## config.mk

```make
export PLATFORM = sky130hd
export DESIGN_NAME = double_ended_queue
export DESIGN_NICKNAME = d
export VERILOG_FILES = /design/src/rtl/deq_pkg.sv /design/src/rtl/deq_cell.sv /design/src/rtl/double_ended_queue.sv
export SDC_FILE = /design/constraint.sdc
export NUM_CORES = 2
export LEC_CHECK = 0
export BUFFER_PORTS_ARGS = -buffer_cell sky130_fd_sc_hd__buf_2
export CORE_UTILIZATION = 60
export CTS_CLUSTER_SIZE = 40
export DETAILED_ROUTE_END_ITERATION = 10
export GPL_TIMING_DRIVEN = 0
export HOLD_SLACK_MARGIN = 0.08
export PLACE_DENSITY = 0.79
export REMOVE_ABC_BUFFERS = 1
export SLEW_MARGIN = 30
export SYNTH_ARGS = -nofsm -noshare
export SYNTH_HDL_FRONTEND = slang
export SYNTH_SLANG_ARGS = --single-unit
```

## constraint.sdc

```tcl
create_clock -name clk -period 8.7 [get_ports clk]
set_clock_uncertainty 0.2 [all_clocks]
set_input_delay 0.435 -clock clk [delete_from_list [all_inputs] [get_ports clk]]
set_output_delay 0.435 -clock clk [all_outputs]
set_load 0.005 [all_outputs]
```

## src/rtl/deq_pkg.sv

```systemverilog
`timescale 1ns / 1ps

package deq_pkg;

  // Storage size and derived widths
  localparam int DEPTH  = 32;
  localparam int WORD_W = 32;
  localparam int CNT_W  = $clog2(DEPTH + 1);
  localparam int IDX_W  = (DEPTH > 1) ? $clog2(DEPTH) : 1;

  // Requested operation
  typedef enum logic [2:0] {
    OP_PUSH_FRONT = 3'd0,
    OP_PUSH_BACK  = 3'd1,
    OP_LIST       = 3'd2,
    OP_POP_FRONT  = 3'd3,
    OP_POP_BACK   = 3'd4
  } op_t;

  // Result status
  typedef enum logic [1:0] {
    ST_OK    = 2'd0,
    ST_EMPTY = 2'd1,
    ST_FULL  = 2'd2
  } status_t;

  // What one storage cell does this cycle
  typedef enum logic [1:0] {
    CELL_HOLD       = 2'd0,
    CELL_FROM_LEFT  = 2'd1,
    CELL_FROM_RIGHT = 2'd2,
    CELL_LOAD       = 2'd3
  } cell_op_t;

endpackage

```

## src/rtl/deq_cell.sv

```systemverilog
`timescale 1ns / 1ps

module deq_cell (
  input  logic                                clk,
  input  deq_pkg::cell_op_t                   cell_op,
  input  logic signed [deq_pkg::WORD_W-1:0]   left_word,
  input  logic signed [deq_pkg::WORD_W-1:0]   right_word,
  input  logic signed [deq_pkg::WORD_W-1:0]   load_word,
  output logic signed [deq_pkg::WORD_W-1:0]   word_r
);

  logic signed [deq_pkg::WORD_W-1:0] word_nxt;

  // Select the word this cell keeps: hold, shift in from a neighbor, or load
  always_comb begin
    unique case (cell_op)
      deq_pkg::CELL_HOLD:       word_nxt = word_r;
      deq_pkg::CELL_FROM_LEFT:  word_nxt = left_word;
      deq_pkg::CELL_FROM_RIGHT: word_nxt = right_word;
      deq_pkg::CELL_LOAD:       word_nxt = load_word;
      default:                  word_nxt = word_r;
    endcase
  end

  always_ff @(posedge clk) begin
    word_r <= word_nxt;
  end

endmodule

```

## src/rtl/double_ended_queue.sv

```systemverilog
`timescale 1ns / 1ps

// Bounded double-ended queue of 32 signed 32-bit words, kept in a row of cells
// ordered front to back. A push or pop is accepted when presented and answers with
// one status transaction on the next cycle; busy stays low, so such operations
// can be issued every cycle. A list request over N stored entries holds busy
// high while it streams the N entries one per cycle, front first, with out_last
// on the final one: the cell row rotates by one place per cycle to bring each
// entry to the front cell and is back in its original order when listing ends.
// A list of an empty queue gives a single empty status. Results appear on
// out_valid for exactly one cycle; the receiver cannot stall and must take each
// transaction when it is shown. Operation codes 5 to 7 are dropped without a
// result.
module double_ended_queue (
  input  logic                                clk,
  input  logic                                rst_n,
  input  logic                                start,
  output logic                                busy,
  input  logic [2:0]                          in_operation,
  input  logic signed [deq_pkg::WORD_W-1:0]   in_value,
  output logic                                out_valid,
  output logic [1:0]                          out_status,
  output logic signed [deq_pkg::WORD_W-1:0]   out_entry_value,
  output logic                                out_last
);

  typedef enum logic [1:0] {
    S_IDLE = 2'b01,
    S_LIST = 2'b10
  } state_t;

  state_t                             state_r, state_nxt;
  logic [deq_pkg::CNT_W-1:0]          count_r, count_nxt;
  logic [deq_pkg::IDX_W-1:0]          list_idx_r, list_idx_nxt;
  logic                               out_valid_r, out_valid_nxt;
  deq_pkg::status_t                   out_status_r, out_status_nxt;
  logic signed [deq_pkg::WORD_W-1:0]  out_entry_r, out_entry_nxt;
  logic                               out_last_r, out_last_nxt;

  deq_pkg::cell_op_t                  cell_op [deq_pkg::DEPTH];
  logic signed [deq_pkg::WORD_W-1:0]  cell_word [deq_pkg::DEPTH];
  logic signed [deq_pkg::WORD_W-1:0]  cell_left [deq_pkg::DEPTH];
  logic signed [deq_pkg::WORD_W-1:0]  cell_right [deq_pkg::DEPTH];
  logic signed [deq_pkg::WORD_W-1:0]  load_word;

  logic                               is_full;
  logic                               is_empty;
  logic                               list_end;

  assign is_full  = (count_r == deq_pkg::CNT_W'(deq_pkg::DEPTH));
  assign is_empty = (count_r == '0);
  assign list_end = ((deq_pkg::CNT_W'(list_idx_r) + deq_pkg::CNT_W'(1)) == count_r);

  // Build the cell row with its neighbor links
  for (genvar g = 0; g < deq_pkg::DEPTH; g++) begin : g_cell
    if (g == 0) begin : g_first
      assign cell_left[g] = in_value;
    end else begin : g_mid
      assign cell_left[g] = cell_word[g-1];
    end
    if (g == deq_pkg::DEPTH - 1) begin : g_last
      assign cell_right[g] = '0;
    end else begin : g_inner
      assign cell_right[g] = cell_word[g+1];
    end

    deq_cell u_cell (
      .clk        (clk),
      .cell_op    (cell_op[g]),
      .left_word  (cell_left[g]),
      .right_word (cell_right[g]),
      .load_word  (load_word),
      .word_r     (cell_word[g])
    );
  end

  // Decode the transaction, steer the cells and form the next result
  always_comb begin
    state_nxt      = state_r;
    count_nxt      = count_r;
    list_idx_nxt   = list_idx_r;
    out_valid_nxt  = 1'b0;
    out_status_nxt = deq_pkg::ST_OK;
    out_entry_nxt  = '0;
    out_last_nxt   = 1'b1;
    load_word      = in_value;
    for (int i = 0; i < deq_pkg::DEPTH; i++) begin
      cell_op[i] = deq_pkg::CELL_HOLD;
    end

    unique case (state_r)
      S_IDLE: begin
        if (start) begin
          unique case (deq_pkg::op_t'(in_operation))
            deq_pkg::OP_PUSH_FRONT: begin
              out_valid_nxt = 1'b1;
              if (is_full) begin
                out_status_nxt = deq_pkg::ST_FULL;
              end else begin
                for (int i = 0; i < deq_pkg::DEPTH; i++) begin
                  cell_op[i] = deq_pkg::CELL_FROM_LEFT;
                end
                count_nxt = count_r + deq_pkg::CNT_W'(1);
              end
            end
            deq_pkg::OP_PUSH_BACK: begin
              out_valid_nxt = 1'b1;
              if (is_full) begin
                out_status_nxt = deq_pkg::ST_FULL;
              end else begin
                for (int i = 0; i < deq_pkg::DEPTH; i++) begin
                  if (count_r == deq_pkg::CNT_W'(i)) begin
                    cell_op[i] = deq_pkg::CELL_LOAD;
                  end
                end
                count_nxt = count_r + deq_pkg::CNT_W'(1);
              end
            end
            deq_pkg::OP_LIST: begin
              if (is_empty) begin
                out_valid_nxt  = 1'b1;
                out_status_nxt = deq_pkg::ST_EMPTY;
              end else begin
                state_nxt    = S_LIST;
                list_idx_nxt = '0;
              end
            end
            deq_pkg::OP_POP_FRONT: begin
              out_valid_nxt = 1'b1;
              if (is_empty) begin
                out_status_nxt = deq_pkg::ST_EMPTY;
              end else begin
                for (int i = 0; i < deq_pkg::DEPTH; i++) begin
                  cell_op[i] = deq_pkg::CELL_FROM_RIGHT;
                end
                count_nxt = count_r - deq_pkg::CNT_W'(1);
              end
            end
            deq_pkg::OP_POP_BACK: begin
              out_valid_nxt = 1'b1;
              if (is_empty) begin
                out_status_nxt = deq_pkg::ST_EMPTY;
              end else begin
                count_nxt = count_r - deq_pkg::CNT_W'(1);
              end
            end
            default: begin
              // drop undefined operation codes
            end
          endcase
        end
      end
      S_LIST: begin
        // emit the front cell and rotate it to the back of the stored entries
        out_valid_nxt = 1'b1;
        out_entry_nxt = cell_word[0];
        out_last_nxt  = list_end;
        load_word     = cell_word[0];
        for (int i = 0; i < deq_pkg::DEPTH; i++) begin
          if (count_r == deq_pkg::CNT_W'(i + 1)) begin
            cell_op[i] = deq_pkg::CELL_LOAD;
          end else begin
            cell_op[i] = deq_pkg::CELL_FROM_RIGHT;
          end
        end
        list_idx_nxt = list_idx_r + deq_pkg::IDX_W'(1);
        if (list_end) begin
          state_nxt = S_IDLE;
        end
      end
      default: begin
        state_nxt = S_IDLE;
      end
    endcase
  end

  // Control registers
  always_ff @(posedge clk) begin
    if (!rst_n) begin
      state_r     <= S_IDLE;
      count_r     <= '0;
      list_idx_r  <= '0;
      out_valid_r <= 1'b0;
    end else begin
      state_r     <= state_nxt;
      count_r     <= count_nxt;
      list_idx_r  <= list_idx_nxt;
      out_valid_r <= out_valid_nxt;
    end
  end

  // Result payload registers
  always_ff @(posedge clk) begin
    out_status_r <= out_status_nxt;
    out_entry_r  <= out_entry_nxt;
    out_last_r   <= out_last_nxt;
  end

  assign busy            = (state_r == S_LIST);
  assign out_valid       = out_valid_r;
  assign out_status      = out_status_r;
  assign out_entry_value = out_entry_r;
  assign out_last        = out_last_r;

  // Listing only runs over a nonempty queue
  a_list_nonempty: assert property (@(posedge clk) disable iff (!rst_n)
    busy |-> (count_r != '0))
    else $error("list in progress with an empty queue");

  // Entry count stays within the storage
  a_count_bound: assert property (@(posedge clk) disable iff (!rst_n)
    count_r <= deq_pkg::CNT_W'(deq_pkg::DEPTH))
    else $error("entry count beyond storage size");

  // A list stream has no gaps until its last transaction
  a_list_contiguous: assert property (@(posedge clk) disable iff (!rst_n)
    (out_valid && !out_last) |=> out_valid)
    else $error("list stream broken before last entry");

  // A push into a full queue is refused
  a_full_refuse: assert property (@(posedge clk) disable iff (!rst_n)
    (start && !busy && is_full &&
     (in_operation == deq_pkg::OP_PUSH_FRONT || in_operation == deq_pkg::OP_PUSH_BACK))
    |=> (out_valid && out_status == deq_pkg::ST_FULL && $stable(count_r)))
    else $error("push into full queue not refused");

endmodule

```

==> out/metrics.csv <==
metric;value;unit
overflow;0;
finalSetupViolations;0;
grt_max_degree;43;
crit_type;reg2reg;
crit_top_cell;buf_2;
die-area;0.0945;mm2
cts_hold_buf;35;
hold_viol;0;
ys_types;69;
first_pass_iters;8;
ant_nets;0;
wl;155000;um
syn-cell-area;0.0560;mm2
rsz0062_at_grt;false;
cp-start-kind;flop;
cp_slowest_cell;nand4bb_1;
area_growth;15.6;%
fmax;182;MHz
path_buf_inv;6;
worst_slew_pin_slew;1.01;ns
clockRootBuffer;clkbuf_16;
critPathLaunch;count_r[3];
fin_crit_sh;63.0;%
synth_edf_count;1024;
ys_async_sr_fraction;0;%
p_total;0.0111;W
cts_buffers;111;
cts_tree;done;
r2r-start;count_r[3];
dieWidth;307;um
path_max_fanout;20;
rows;111;
worst_ep_required_time;8.94;ns
vias;41853;
die_y;307;um
clk_latency;0.72;ns
status;complete, no violations;
worst_slack;3.22;ns
maxCapViolations;0;
leakage;23.0;nW
synth-seq-area-share;56.7;%
max_stage_delay;0.88;ns
start_util;60.8;%
viasPerCell;6.53;
path_delay_family;simple AND/OR/NAND/NOR gates;
postCtsSetupBuffers;0;
min_path_type;in2reg;
fin_crit;5.48;ns
first_global_vias;41138;
place.gp.congestion;0.897;
route.detailed.drc;0;
drive_above_1_share;13.5;%
clkTransAtPathRegs;0.06;ns
core_area;0.0921;mm2
nets;5117;
io_pins;75;
grt_pass1_wl;243000;um
power_density;171;mW/mm2
min_from;in_operation[2];
post-place-ws;3.45;ns
track_usage;32.6;%
synth_area_per_cell;11.3;um2
htree_levels;3;
post-route-util;70.3;%
numPortBuffers;74;
drtIter0Drc;5368;
slew_headroom;32.6;%
finalMaxSlewViolations;0;
wl_per_cell;24.2;um
ys_seq_elements;1073;
cts_resized;0;
antenna_found_initial;3;
clock_sinks;1073;
path_cells;nand4bb_1 > or2_0 > o211ai_1 > buf_2 > buf_2 > buf_2 > buf_2 > buf_2 > buf_2 > mux2i_1 > o21ai_0;
cp.arrival;5.72;ns
clockBufferDepth;3;
irDropWorstVdd;188;uV
cp-end-kind;flop;
synth_warnings;0;
synth-main-ff-cell;edfxtp_1;
dp_hpwl;110000;um
syn_inst;4956;
## worst paths after layout
check	endpoint	slack, ns	cells past startpoint
max	g_cell[9].u_cell.word_r[11]	3.22	11
max reg2reg	g_cell[9].u_cell.word_r[11]	3.22	11
min reg2reg	out_entry_value[19]	0.32	1
min	out_valid	0.19	4
## per-layer routing
layer  global-route usage, %  vias up  part of all wire, %
met4                    13.8        0                  4.7
met5                       0        -                    0
met1                    44.4    20401                   40
li1                        -    18406                    -
met2                    51.6     2517                   46
met3                    6.00      529                  9.4
## synth_stat cells (27+ instances only)
cell type	n	share of area (%)
buf_1	42	0.28
o311ai_2	27	0.78
a22o_1	33	0.52
and2_1	35	0.39
edfxtp_1	1024	55
buf_2	103	0.92
mux2i_1	995	18
clkbuf_1	236	1.6
nand2_1	1042	7.0
dfxtp_1	49	1.8
nand3_1	31	0.28
a21o_1	34	0.46
a21oi_1	42	0.38
nor3_1	36	0.32
buf_4	48	0.64
o21ai_1	209	1.9
o21ai_0	789	7.1
## cells by family after synthesis
kind of cell | share of synthesized area, %
flops | 56.7
buf+inv | 3.94
mux | 17.8
fa+ha+maj | 0.179
xor+xnor | 0.141
simple gates | 8.83
compound gates | 12.4
## placed cells by master (no fill, tap or decap), types with 4 or more instances in the layout
cell type,n
a22o_1,33
clkbuf_1,34
dfxtp_1,48
a21o_2,32
nand4_1,8
o211ai_1,9
edfxtp_1,1024
diode_2,4
mux2i_1,995
buf_16,27
nor3_1,35
bufinv_16,6
a21oi_4,33
o221ai_4,4
o21ai_0,789
a21oi_1,9
ha_1,7
buf_2,125
nor2_1,15
buf_6,158
xnor2_1,6
buf_8,81
clkinv_1,21
dlygate4sd3_1,35
inv_1,9
a31oi_1,4
nor4bb_1,7
and2_1,35
nand2b_1,7
clkinv_2,18
nand3_1,31
nand2_1,1041
nor2b_1,8
o21ai_1,209
clkbuf_16,112
o311ai_4,48
buf_4,20
## report_power, final
group	leakage, nW	switching, W	internal (W)
registers	9.64	0.0000413	0.00569
clock network	1.67	0.00206	0.00257
logic	11.6	0.000465	0.000262
total	23.0	0.00257	0.00852
## worst register-to-register path, cell delays in order, from the launching register on
cell	delay, ns
dfxtp_1	0.76
nand4bb_1	0.89
or2_0	0.85
o211ai_1	0.77
buf_2	0.33
buf_2	0.25
buf_2	0.25
buf_2	0.21
buf_2	0.22
buf_2	0.22
mux2i_1	0.20
o21ai_0	0.09
## registers in the layout (all words and copies together), names as in the netlist
signal,count
count_r,6
g_cell.u_cell.word_r,1024
list_idx_r,5
out_entry_value,32
out_valid,1
out_status,2
out_last,1
state_r,2
## area by class of cell
class                           count  area [um2]
Multi-Input combinational cell   3425       23000
Timing Repair Buffer              449        4920
Sequential cell                  1073       31700
Clock inverter                     54         462
Clock buffer                      149        2970
Antenna cell                        4        10.0
Fill cell                        6100       27400
Inverter                           11        45.0
Tap cell                         1243        1560
## per-stage QoR
step                      area (um2)  hold slack (ns)  setup TNS [ns]  cells
final                          64700            0.187               0   6408
after global routing           64700            0.198               0   6404
after CTS                      64700            0.158               0   6404
after detailed placement       60900            0.293               0   6166
after global placement         55700            0.267               -   5826
after floorplan                53800            0.254         -352.75   4509
(Power assumes the default switching activity.)
